File: src/hdl/assert_macros.svh
// assertion helpers used by the lexer back end
`ifndef ASSERT_MACROS_SVH
`define ASSERT_MACROS_SVH

// clocked implication, quiet during reset
`define ASSERT_IMPLY(label, clk, rst, ante, cons, msg) \
   label: assert property (@(posedge clk) disable iff (rst) (ante) |-> (cons)) else $error(msg);

// clocked implication checked in the cycle after the antecedent
`define ASSERT_NEXT(label, clk, rst, ante, cons, msg) \
   label: assert property (@(posedge clk) disable iff (rst) (ante) |=> (cons)) else $error(msg);

`endif

File: src/hdl/stl_pkg.sv
package stl_pkg;

   localparam int PosBits  = 16;
   localparam int LookDepth = 6;
   localparam int FillBits = $clog2(LookDepth + 1);
   localparam int QueueDepth = 2;
   localparam logic [PosBits-1:0] PosMax = {PosBits{1'b1}};
   localparam logic [15:0] CntMax = 16'hffff;

   typedef enum logic [3:0] {
      KIND_PUNCT   = 4'd0,
      KIND_INT     = 4'd1,
      KIND_FLOAT   = 4'd2,
      KIND_STRING  = 4'd3,
      KIND_BOOL    = 4'd4,
      KIND_KEYWORD = 4'd5,
      KIND_NAME    = 4'd6,
      KIND_UNKNOWN = 4'd7,
      KIND_NOQUOTE = 4'd8
   } kind_type;

   typedef enum logic [3:0] {
      MODE_IDLE   = 4'b0001,
      MODE_NUMBER = 4'b0010,
      MODE_STRING = 4'b0100,
      MODE_NAME   = 4'b1000
   } mode_type;

   typedef struct packed {
      logic [7:0] ch;
      logic       last_char;
   } req_type;

   typedef struct packed {
      logic [3:0]  kind;
      logic [7:0]  detail;
      logic [15:0] line;
      logic [15:0] column;
      logic [15:0] recorded_length;
      logic [15:0] value_start;
      logic [15:0] value_length;
      logic        run_end;
   } rsp_type;

   // one queued character with its class bits precomputed by the front end
   typedef struct packed {
      logic [7:0] ch;
      logic       last_char;
      logic       is_digit;
      logic       is_letter;
      logic       is_punct;
      logic       is_op;
      logic       is_space;
      logic       is_newline;
      logic       is_quote;
   } chr_type;

   function automatic logic [15:0] sat_inc(input logic [15:0] v);
      sat_inc = (v == CntMax) ? v : v + 16'd1;
   endfunction

   // keyword table: true false def ext return do end else
   function automatic logic [7:0] word_byte(input logic [2:0] w, input logic [2:0] i);
      logic [47:0] s;
      case (w)
         3'd0: s = {"true", 16'h0};
         3'd1: s = {"false", 8'h0};
         3'd2: s = {"def", 24'h0};
         3'd3: s = {"ext", 24'h0};
         3'd4: s = "return";
         3'd5: s = {"do", 32'h0};
         3'd6: s = {"end", 24'h0};
         default: s = {"else", 16'h0};
      endcase
      word_byte = s[47 - 8*i -: 8];
   endfunction

   function automatic logic [2:0] word_len(input logic [2:0] w);
      case (w)
         3'd0: word_len = 3'd4;
         3'd1: word_len = 3'd5;
         3'd2: word_len = 3'd3;
         3'd3: word_len = 3'd3;
         3'd4: word_len = 3'd6;
         3'd5: word_len = 3'd2;
         3'd6: word_len = 3'd3;
         default: word_len = 3'd4;
      endcase
   endfunction

endpackage

File: src/hdl/stl_front.sv
module stl_front
   import stl_pkg::*;
(
   input  logic    clock,
   input  logic    reset,
   input  logic    req_valid,
   output logic    req_ready,
   input  req_type req_data,
   output logic    q_valid,
   input  logic    q_ready,
   output chr_type q_data
);

   chr_type q_mem_ff [QueueDepth];
   logic [$clog2(QueueDepth)-1:0] wr_ptr_ff, rd_ptr_ff;
   logic [$clog2(QueueDepth+1)-1:0] count_ff;
   chr_type cls;
   logic push, pop;

   // classify the incoming character
   always_comb begin
      cls.ch = req_data.ch;
      cls.last_char = req_data.last_char;
      cls.is_digit = req_data.ch >= "0" && req_data.ch <= "9";
      cls.is_letter = (req_data.ch >= "a" && req_data.ch <= "z") ||
                      (req_data.ch >= "A" && req_data.ch <= "Z") || req_data.ch == "_";
      cls.is_punct = req_data.ch == "." || req_data.ch == "," || req_data.ch == "|" ||
                     req_data.ch == "(" || req_data.ch == ")";
      cls.is_op = req_data.ch == "+" || req_data.ch == "-" || req_data.ch == "/" ||
                  req_data.ch == "*" || req_data.ch == "%" || req_data.ch == "^" ||
                  req_data.ch == "=";
      cls.is_space = req_data.ch == " ";
      cls.is_newline = req_data.ch == 8'h0a || req_data.ch == 8'h0d;
      cls.is_quote = req_data.ch == 8'h27;
   end

   assign req_ready = count_ff != QueueDepth[$clog2(QueueDepth+1)-1:0];
   assign push = req_valid && req_ready;
   assign q_valid = count_ff != '0;
   assign pop = q_valid && q_ready;
   assign q_data = q_mem_ff[rd_ptr_ff];

   // request queue storage
   always_ff @(posedge clock) begin
      if (push) begin
         q_mem_ff[wr_ptr_ff] <= cls;
      end
   end

   // queue pointers
   always_ff @(posedge clock) begin
      if (reset) begin
         wr_ptr_ff <= '0;
         rd_ptr_ff <= '0;
         count_ff  <= '0;
      end else begin
         if (push) wr_ptr_ff <= wr_ptr_ff + 1'b1;
         if (pop) rd_ptr_ff <= rd_ptr_ff + 1'b1;
         count_ff <= count_ff + {{($clog2(QueueDepth+1)-1){1'b0}}, push}
                     - {{($clog2(QueueDepth+1)-1){1'b0}}, pop};
      end
   end

endmodule

File: src/hdl/stl_back.sv
module stl_back
   import stl_pkg::*;
(
   input  logic    clock,
   input  logic    reset,
   input  logic    q_valid,
   output logic    q_ready,
   input  chr_type q_data,
   output logic    rsp_valid,
   input  logic    rsp_ready,
   output rsp_type rsp_data
);
`include "assert_macros.svh"

   // lexer state
   logic [PosBits-1:0] position_ff, position_in;
   logic [15:0] line_ff, line_in, column_ff, column_in;
   chr_type win_ff [LookDepth];
   chr_type win_in [LookDepth];
   logic [FillBits-1:0] fill_ff, fill_in;
   mode_type mode_ff, mode_in;
   logic [PosBits-1:0] tstart_ff, tstart_in;
   logic [15:0] tlen_ff, tlen_in;
   logic isint_ff, isint_in;
   logic halted_ff, halted_in;
   logic atend_ff, atend_in;
   logic out_valid_ff;
   rsp_type out_ff, out_in;

   // word scan results
   logic [2:0] word_hit;
   logic word_found, word_wait;

   logic can_step, load, emit, stall, finish;
   logic [2:0] n_cons;
   logic adv_col;
   chr_type c0, c1;

   // the back end makes one decision a cycle while its output is free or taken;
   // it loads a character only on a stall with no end-of-script flush pending
   assign can_step = !out_valid_ff || rsp_ready;

   // keyword scan over the window, first match wins
   always_comb begin
      logic done;
      logic st_ok, st_wait;
      word_hit = 3'd0;
      word_found = 1'b0;
      word_wait = 1'b0;
      done = 1'b0;
      for (int w = 0; w < 8; w++) begin
         st_ok = 1'b1;
         st_wait = 1'b0;
         for (int i = 0; i < 6; i++) begin
            if (i < word_len(3'(w)) && st_ok && !st_wait) begin
               if (FillBits'(i) >= fill_ff) begin
                  if (atend_ff) st_ok = 1'b0;
                  else st_wait = 1'b1;
               end else if (win_ff[i].ch != word_byte(3'(w), 3'(i))) begin
                  st_ok = 1'b0;
               end
            end
         end
         if (!done) begin
            if (st_wait) begin
               word_wait = 1'b1;
               done = 1'b1;
            end else if (st_ok) begin
               word_found = 1'b1;
               word_hit = 3'(w);
               done = 1'b1;
            end
         end
      end
   end

   assign c0 = win_ff[0];
   assign c1 = win_ff[1];

   // one lexer step
   always_comb begin
      logic [15:0] col_after;
      logic [PosBits-1:0] pos_after;
      position_in = position_ff;
      line_in = line_ff;
      column_in = column_ff;
      fill_in = fill_ff;
      mode_in = mode_ff;
      tstart_in = tstart_ff;
      tlen_in = tlen_ff;
      isint_in = isint_ff;
      halted_in = halted_ff;
      atend_in = atend_ff;
      out_in = out_ff;
      for (int i = 0; i < LookDepth; i++) win_in[i] = win_ff[i];
      n_cons = 3'd0;
      adv_col = 1'b1;
      emit = 1'b0;
      load = 1'b0;
      stall = 1'b0;
      finish = 1'b0;
      q_ready = 1'b0;
      out_in.run_end = 1'b0;
      out_in.detail = 8'd0;
      out_in.line = line_ff;

      if (can_step) begin
         if (halted_ff) begin
            // drop characters until the script ends
            q_ready = 1'b1;
            if (q_valid && q_data.last_char) finish = 1'b1;
         end else begin
            case (mode_ff)
               MODE_NUMBER: begin
                  if (fill_ff == '0) begin
                     if (atend_ff) begin
                        emit = 1'b1;
                        out_in.kind = isint_ff ? KIND_INT : KIND_FLOAT;
                        out_in.column = column_ff;
                        out_in.recorded_length = 16'd0;
                        out_in.value_start = 16'(tstart_ff);
                        out_in.value_length = tlen_ff;
                        mode_in = MODE_IDLE;
                     end else stall = 1'b1;
                  end else if (c0.is_digit) begin
                     n_cons = 3'd1;
                     tlen_in = sat_inc(tlen_ff);
                  end else if (c0.ch == "." && isint_ff && fill_ff >= FillBits'(2)
                               && c1.is_digit) begin
                     n_cons = 3'd1;
                     tlen_in = sat_inc(tlen_ff);
                     isint_in = 1'b0;
                  end else if (c0.ch == "." && isint_ff && fill_ff < FillBits'(2)
                               && !atend_ff) begin
                     stall = 1'b1;
                  end else begin
                     emit = 1'b1;
                     out_in.kind = isint_ff ? KIND_INT : KIND_FLOAT;
                     out_in.column = column_ff;
                     out_in.recorded_length = 16'd0;
                     out_in.value_start = 16'(tstart_ff);
                     out_in.value_length = tlen_ff;
                     mode_in = MODE_IDLE;
                  end
               end
               MODE_STRING: begin
                  if (fill_ff == '0) begin
                     if (atend_ff) begin
                        emit = 1'b1;
                        out_in.kind = KIND_NOQUOTE;
                        out_in.column = (tlen_ff == 16'd0) ? sat_inc(column_ff) : column_ff;
                        out_in.recorded_length = 16'd0;
                        out_in.value_start = 16'(tstart_ff);
                        out_in.value_length = tlen_ff;
                        halted_in = 1'b1;
                     end else stall = 1'b1;
                  end else begin
                     n_cons = 3'd1;
                     if (c0.is_quote) begin
                        emit = 1'b1;
                        out_in.kind = KIND_STRING;
                        out_in.column = sat_inc(column_ff);
                        out_in.recorded_length = tlen_ff;
                        out_in.value_start = 16'(tstart_ff);
                        out_in.value_length = tlen_ff;
                        mode_in = MODE_IDLE;
                     end else tlen_in = sat_inc(tlen_ff);
                  end
               end
               MODE_NAME: begin
                  if (fill_ff == '0) begin
                     if (atend_ff) begin
                        emit = 1'b1;
                        out_in.kind = KIND_NAME;
                        out_in.column = column_ff;
                        out_in.recorded_length = tlen_ff;
                        out_in.value_start = 16'(tstart_ff);
                        out_in.value_length = tlen_ff;
                        mode_in = MODE_IDLE;
                     end else stall = 1'b1;
                  end else if (c0.is_letter) begin
                     n_cons = 3'd1;
                     tlen_in = sat_inc(tlen_ff);
                  end else begin
                     emit = 1'b1;
                     out_in.kind = KIND_NAME;
                     out_in.column = column_ff;
                     out_in.recorded_length = tlen_ff;
                     out_in.value_start = 16'(tstart_ff);
                     out_in.value_length = tlen_ff;
                     mode_in = MODE_IDLE;
                  end
               end
               default: begin
                  if (fill_ff == '0) stall = 1'b1;
                  else if (c0.is_space) n_cons = 3'd1;
                  else if (c0.is_newline) begin
                     n_cons = 3'd1;
                     adv_col = 1'b0;
                  end else if (c0.is_punct) begin
                     emit = 1'b1;
                     out_in.kind = KIND_PUNCT;
                     out_in.detail = c0.ch;
                     out_in.column = column_ff;
                     out_in.recorded_length = 16'd1;
                     out_in.value_start = 16'(position_ff);
                     out_in.value_length = 16'd0;
                     n_cons = 3'd1;
                  end else if (c0.is_digit) begin
                     tstart_in = position_ff;
                     tlen_in = 16'd1;
                     isint_in = 1'b1;
                     n_cons = 3'd1;
                     mode_in = MODE_NUMBER;
                  end else if (c0.is_quote) begin
                     n_cons = 3'd1;
                     tstart_in = (position_ff == PosMax) ? position_ff
                                 : position_ff + PosBits'(1);
                     tlen_in = 16'd0;
                     mode_in = MODE_STRING;
                  end else if (word_wait) begin
                     stall = 1'b1;
                  end else if (word_found) begin
                     n_cons = word_len(word_hit);
                     emit = 1'b1;
                     out_in.value_start = 16'(position_ff);
                     out_in.recorded_length = 16'(word_len(word_hit));
                     if (word_hit < 3'd2) begin
                        out_in.kind = KIND_BOOL;
                        out_in.detail = (word_hit == 3'd0) ? 8'd1 : 8'd0;
                        out_in.value_length = 16'(word_len(word_hit));
                     end else begin
                        out_in.kind = KIND_KEYWORD;
                        out_in.detail = 8'(word_hit - 3'd2);
                        out_in.value_length = 16'd0;
                     end
                  end else if (c0.is_op) begin
                     emit = 1'b1;
                     out_in.kind = KIND_NAME;
                     out_in.detail = c0.ch;
                     out_in.column = column_ff;
                     out_in.recorded_length = 16'd1;
                     out_in.value_start = 16'(position_ff);
                     out_in.value_length = 16'd1;
                     n_cons = 3'd1;
                  end else if (c0.is_letter) begin
                     tstart_in = position_ff;
                     tlen_in = 16'd1;
                     n_cons = 3'd1;
                     mode_in = MODE_NAME;
                  end else begin
                     emit = 1'b1;
                     out_in.kind = KIND_UNKNOWN;
                     out_in.detail = c0.ch;
                     out_in.column = column_ff;
                     out_in.recorded_length = 16'd0;
                     out_in.value_start = 16'(position_ff);
                     out_in.value_length = 16'd1;
                     halted_in = 1'b1;
                  end
               end
            endcase

            // resolved with nothing left: end of script resets everything
            if (stall && atend_ff) finish = 1'b1;
            // a stalled window takes the next character
            if (stall && !atend_ff) begin
               q_ready = 1'b1;
               load = q_valid;
            end
            if (halted_in && atend_ff) finish = 1'b1;
         end
      end

      // apply consumption
      pos_after = position_ff;
      col_after = column_ff;
      for (int k = 0; k < 6; k++) begin
         if (3'(k) < n_cons) begin
            if (pos_after != PosMax) pos_after = pos_after + PosBits'(1);
            if (adv_col) col_after = sat_inc(col_after);
         end
      end
      if (n_cons != 3'd0) begin
         position_in = pos_after;
         column_in = col_after;
         if (!adv_col) begin
            line_in = sat_inc(line_ff);
            column_in = 16'd1;
         end
         // shift the window down by the consumed count
         for (int i = 0; i < LookDepth; i++) begin
            for (int k = 1; k <= LookDepth; k++) begin
               if (i + k < LookDepth && n_cons == 3'(k)) win_in[i] = win_ff[i + k];
            end
         end
         fill_in = fill_ff - FillBits'(n_cons);
      end
      if (emit && mode_ff != MODE_IDLE && mode_ff != MODE_STRING) out_in.column = column_ff;
      if (emit && word_found && mode_ff == MODE_IDLE && !c0.is_punct && !c0.is_digit
          && !c0.is_quote && !c0.is_space && !c0.is_newline && fill_ff != '0)
         out_in.column = col_after;
      if (emit && mode_ff == MODE_STRING && fill_ff != '0) out_in.column = col_after;

      // load a character into the window
      if (load) begin
         if (fill_ff < FillBits'(LookDepth)) begin
            win_in[fill_ff[$clog2(LookDepth)-1:0]] = q_data;
            fill_in = fill_ff + FillBits'(1);
         end
         atend_in = q_data.last_char;
      end

      // run_end: this token ends the step if nothing further can emit before
      // the next load; computed by lookahead is costly, so mark at stall time

      if (finish) begin
         position_in = '0;
         line_in = 16'd1;
         column_in = 16'd1;
         fill_in = '0;
         mode_in = MODE_IDLE;
         tstart_in = '0;
         tlen_in = 16'd0;
         isint_in = 1'b1;
         halted_in = 1'b0;
         atend_in = 1'b0;
      end
   end

   // a token is held back until the next token or the step end, so its run_end
   // can be set once the step is known to have no more output
   logic held_ff, held_in;
   rsp_type held_tok_ff, held_tok_in;
   logic step_done;
   logic push_out;
   rsp_type push_tok;

   // the step is over once the window stalls, flushes or the lexer is halted
   assign step_done = can_step && (stall || finish || halted_ff);

   // output stage: pushes the held token when the next token or step end arrives
   assign push_out = held_ff && (emit || step_done) && can_step;

   always_comb begin
      held_in = held_ff;
      held_tok_in = held_tok_ff;
      if (push_out) held_in = 1'b0;
      if (emit) begin
         held_in = 1'b1;
         held_tok_in = out_in;
      end
   end

   always_comb begin
      push_tok = held_tok_ff;
      push_tok.run_end = !emit;
   end

   always_ff @(posedge clock) begin
      for (int i = 0; i < LookDepth; i++) win_ff[i] <= win_in[i];
      if (emit) held_tok_ff <= held_tok_in;
      if (push_out) out_ff <= push_tok;
   end

   always_ff @(posedge clock) begin
      if (reset) begin
         position_ff <= '0;
         line_ff <= 16'd1;
         column_ff <= 16'd1;
         fill_ff <= '0;
         mode_ff <= MODE_IDLE;
         tstart_ff <= '0;
         tlen_ff <= 16'd0;
         isint_ff <= 1'b1;
         halted_ff <= 1'b0;
         atend_ff <= 1'b0;
         held_ff <= 1'b0;
         out_valid_ff <= 1'b0;
      end else begin
         position_ff <= position_in;
         line_ff <= line_in;
         column_ff <= column_in;
         fill_ff <= fill_in;
         mode_ff <= mode_in;
         tstart_ff <= tstart_in;
         tlen_ff <= tlen_in;
         isint_ff <= isint_in;
         halted_ff <= halted_in;
         atend_ff <= atend_in;
         held_ff <= held_in;
         out_valid_ff <= push_out ? 1'b1 : (out_valid_ff && !rsp_ready);
      end
   end

   assign rsp_valid = out_valid_ff;
   assign rsp_data = out_ff;

   `ASSERT_IMPLY(a_fill_range, clock, reset, 1'b1, fill_ff <= FillBits'(LookDepth), "window overfilled")
   `ASSERT_IMPLY(a_halt_idle, clock, reset, halted_ff, !emit, "token while halted")
   `ASSERT_NEXT(a_out_hold, clock, reset, rsp_valid && !rsp_ready, rsp_valid, "result dropped")

endmodule

File: src/hdl/script_token_lexer_top.sv
// path: a request passes the front-end queue, the back-end window and the held-token
//   register to the output register; later tokens follow one per cycle while rsp_ready
// flow: the back end takes a new character into its window only when a decision
//   stalls for more input; other decisions consume, emit or flush from the window
// reset: synchronous, active high; clears position, line, column, window and mode
// the end-of-script character also returns all lexer state to its reset values
module script_token_lexer_top
   import stl_pkg::*;
(
   input  logic    clock,
   input  logic    reset,
   input  logic    req_valid,
   output logic    req_ready,
   input  req_type req_data,
   output logic    rsp_valid,
   input  logic    rsp_ready,
   output rsp_type rsp_data
);

   logic    q_valid, q_ready;
   chr_type q_data;

   // front end: accept and classify
   stl_front u_front (
      .clock, .reset, .req_valid, .req_ready, .req_data,
      .q_valid, .q_ready, .q_data
   );

   // back end: tokenize
   stl_back u_back (
      .clock, .reset, .q_valid, .q_ready, .q_data,
      .rsp_valid, .rsp_ready, .rsp_data
   );

endmodule
File: config.mk
export PLATFORM = sky130hd
export DESIGN_NAME = script_token_lexer_top
export DESIGN_NICKNAME = d
export VERILOG_FILES = /design/src/hdl/stl_pkg.sv /design/src/hdl/stl_front.sv /design/src/hdl/stl_back.sv /design/src/hdl/script_token_lexer_top.sv
export VERILOG_INCLUDE_DIRS = /design/src /design/src/hdl
export SDC_FILE = /design/constraint.sdc
export NUM_CORES = 2
export LEC_CHECK = 0
export BUFFER_PORTS_ARGS = -buffer_cell sky130_fd_sc_hd__buf_2
export CAP_MARGIN = 25
export CORE_MARGIN = 3
export CORE_UTILIZATION = 46
export DETAILED_ROUTE_END_ITERATION = 8
export PLACE_DENSITY_LB_ADDON = 0.1
export SLEW_MARGIN = 10
export SYNTH_ARGS = -nofsm -noshare
export SYNTH_HDL_FRONTEND = slang
export SYNTH_SLANG_ARGS = --single-unit
File: constraint.sdc
create_clock -name clock -period 18.75 [get_ports clock]
set_clock_uncertainty 0.15 [all_clocks]
set_input_delay 0 -clock clock [delete_from_list [all_inputs] [get_ports clock]]
set_output_delay 0 -clock clock [all_outputs]
set_load 0.02 [all_outputs]
==> results.md <==
* Status: finished, final reports clean
* Layout Area Growth over Synthesis at 10.1%
* Worst hold slack at between 0.09 and 0.1 ns
* Inserted Diodes at 0
* Synth Area per Inst at roughly 8 sq um
* Cell Pwr Density at around 140 nW/um^2
* Met3 WL at about 11 mm
* Worst reg2reg path depth at 42
* Worst endpoint data arrival time at 14.02 ns
* Worst min path class: in -> reg
* # IOs at 108
* Final TNS setup at 0 ns
* Initial Util at approximately 47%
* Crit. End Element: flip-flop
* Hold path depth at 2
* Total Power at ~4.6 mW
* Cell repeated most along the worst path: ha_1
* Fin worst setup slack at between 5 and 6 ns
* Largest net degree at the start of global routing at 78
* Post-route insts no fill at approximately 4.6k
* RSZ-0062 raised after global routing: false
* DR vias/cell at ~6.8
* Ys flop type: edfxtp_1
* Initial antenna violation count at 1
* Worst-margin pin slew at 1.09 ns
* Placed Instances at approximately 4.5k
* Fin util at approximately 52%
* Hpwl dp at approximately 84 mm
* Max VDD drop at 0.0901 mV
* Crit start category: flip-flop
* Final hold violation count at 0
* Rows at 93
* Wire per inst at between 20 and 30 um
* Rel. slew slack at around 28%
* Area share of the largest cell type after synthesis at 22.9%
* Largest cells by area after synthesis: edfxtp_1, dfxtp_1, a21oi_1
* Number of global-route vias before repair at about 29k
* Total wire length at approximately 120 mm
* CP peak stage delay at roughly 0.67 ns
* Wire length on met1 at 49.5 mm
* Synthesis Warnings at 0
* Die ar. at between 60000 and 70000 sq um
* Sequential element share of the synthesized area at around 34%
* # port buffers at roughly 110
* Hold_sp: req_data[6]
* Clk slew on worst S/H paths at 0.07 ns
* FILL cells at just over 6k
* Die Y-Extent at 263 um
* CP max FO at 30
* # DRC at 0
* R2R setup slack at around 5.0 ns
* Clock sinks at about 400
* CTS buffer count at 46
* Fin. max-slew vios at 0
* Placed cell areas at roughly 32000 sq um
* Synth Register Bits at 404
* Worst r2r dst: u_back.held_tok_ff[63]
* Final #Nets at about 3.8k
* Number of max-cap violations at 0
* Core Box Area at 64900 sq um
* Routed Antenna Nets at 0
* Final period util at approximately three quarters
* Clk root buf: clkbuf_16
* Synth area leader: edfxtp_1
* Pre-CTS WS at between 5 and 6 ns
* Met2 routed WL at between 50 and 60 mm
* Final setup violation count at 0
* Global-route wire length before repair at roughly 180 mm
* Slowest CP cell: dfxtp_1
* Via count at 31.3k
* Worst-skew pair later-pin latency at between 0.5 and 0.6 ns
* Post-synth EDFFs at around 230
* Async set-reset flop share out of synthesis at 0%
* CTS tree: yes
* R2R Path Start: u_back.fill_ff[1]
* Min cycle time layout at ~14 ns
* Iteration-0 DRC Markers at 3986
* Total gr overflow at 0
* WS Path Type: reg -> reg
* Synth cell count leaders: nand2_1, nor2_1, a21oi_1, edfxtp_1, o21ai_0
* Pleak at approximately 11 nW
* H-Tree Depth at 2
* Net Count, Synth at approximately 3.8k
* Die Wd at 263 um
* Total track usage at a little under a third
* Hold Buf Count CTS at 15
* Synthesized area at roughly 30000 sq um
* Max clock buf depth at 3
* Post-CTS sizing at 0
* Fmax achieved at roughly 73 MHz
* Share of cells above drive strength 1 at a little under an eighth
* Count leader, synth: nand2_1
* Distinct cells, synth at between 100 and 150
* Hold EP: u_front.q_mem_ff[0][13]
* GPL Wtd Cong at a little under 1
* Worst EP required at 19.04 ns
* Gate Count Post-Synth at ~3.7k
* Top layer in use: met4
* Layout Cell Area excl Fill at 33600 sq um
* Post-CTS setup repair buffer count at 0
* First-pass DRT Iterations at 7
[layer usage]
metal  vias up  track usage [%]
met5         -                0
met2      1817             50.1
met1     15000             44.6
li1      14200                -
met3       290             4.76
met4         0             12.0
[area by class of cell]
class	instances	area, sq um	area share, %
inverter	74	280	0.835
clock inverter	33	373	1.11
sequential	404	10400	31.0
multi-input combinational	3022	18900	56.2
timing repair buffer	199	1330	3.96
clock buffer	53	1220	3.63
tap	855	1070	3.19
[cells in the final DEF (no fill, tap or decap), types with 56 or more instances in the layout]
cell and count:
buf_4 68, xnor2_1 106, nand2_1 422, a31oi_1 71
nor2_1 371, dfxtp_1 171, nor3_1 111, a21o_1 56
inv_1 72, nand4_1 64, o21ai_0 212, and3_1 65
buf_2 108, xor2_1 58, edfxtp_1 232, a21oi_1 321
nand3_1 155, mux2i_1 108, mux2_2 59, a211oi_1 67
[kinds of logic (layout without fill, tap and decap cells)]
family,after synthesis,in the layout,synth area share (%)
AND/OR/NAND/NOR,1479,1479,23.9
XOR/XNOR,166,166,4.84
AO/OA/AOI/OAI,1188,1188,26.3
flip-flops,404,404,34.2
adder cells (fa/ha/maj),22,22,0.928
buffers and inverters,318,359,4.13
multiplexers,167,167,5.73
[power breakdown]
part	switching [mW]	total, mW	internal, mW
logic	1.48	2.22	0.741
clock network	0.396	0.952	0.556
registers	0.217	1.40	1.18
[worst max-delay path, delay by kind of cell (launching register included)]
family / cells / cell delay [ns]
AND/OR/NAND/NOR: 19 / 5.72
AO/OA/AOI/OAI: 10 / 3.47
adder cells (fa/ha/maj): 5 / 1.46
buffers and inverters: 4 / 0.81
XOR/XNOR: 2 / 0.73
flip-flops: 1 / 0.67
multiplexers: 2 / 0.54
[registers in the layout, summed over array words and instances (netlist names), named ones only]
| name | count |
|---|---|
| u_front.count_ff | 2 |
| u_back.position_ff | 16 |
| u_back.line_ff | 16 |
| u_back.atend_ff | 1 |
| u_back.held_ff | 1 |
| u_back.tlen_ff | 16 |
| u_back.mode_ff | 4 |
| u_back.held_tok_ff | 92 |
| u_back.fill_ff | 3 |
| u_front.q_mem_ff | 32 |
| u_back.isint_ff | 1 |
| u_back.rsp_data | 93 |
| u_front.wr_ptr_ff | 1 |
| u_back.rsp_valid | 1 |
| u_back.win_ff | 75 |
| u_back.tstart_ff | 16 |
| u_back.column_ff | 16 |
| u_back.halted_ff | 1 |
| u_front.rd_ptr_ff | 1 |
[worst max-delay path by stage]
stage,startpoint,to,cells past startpoint
5_1_grt,u_back.fill_ff[1],u_back.held_tok_ff[50],41
4_1_cts,u_back.fill_ff[1],u_back.held_tok_ff[50],40
3_5_place_dp,u_back.fill_ff[1],u_back.held_tok_ff[50],40
6_report,u_back.fill_ff[1],u_back.held_tok_ff[63],42
3_3_place_gp,u_back.fill_ff[1],u_back.held_tok_ff[50],40
2_1_floorplan,u_back.fill_ff[1],u_back.position_ff[9],48
Power figures use the tool's default switching activity.
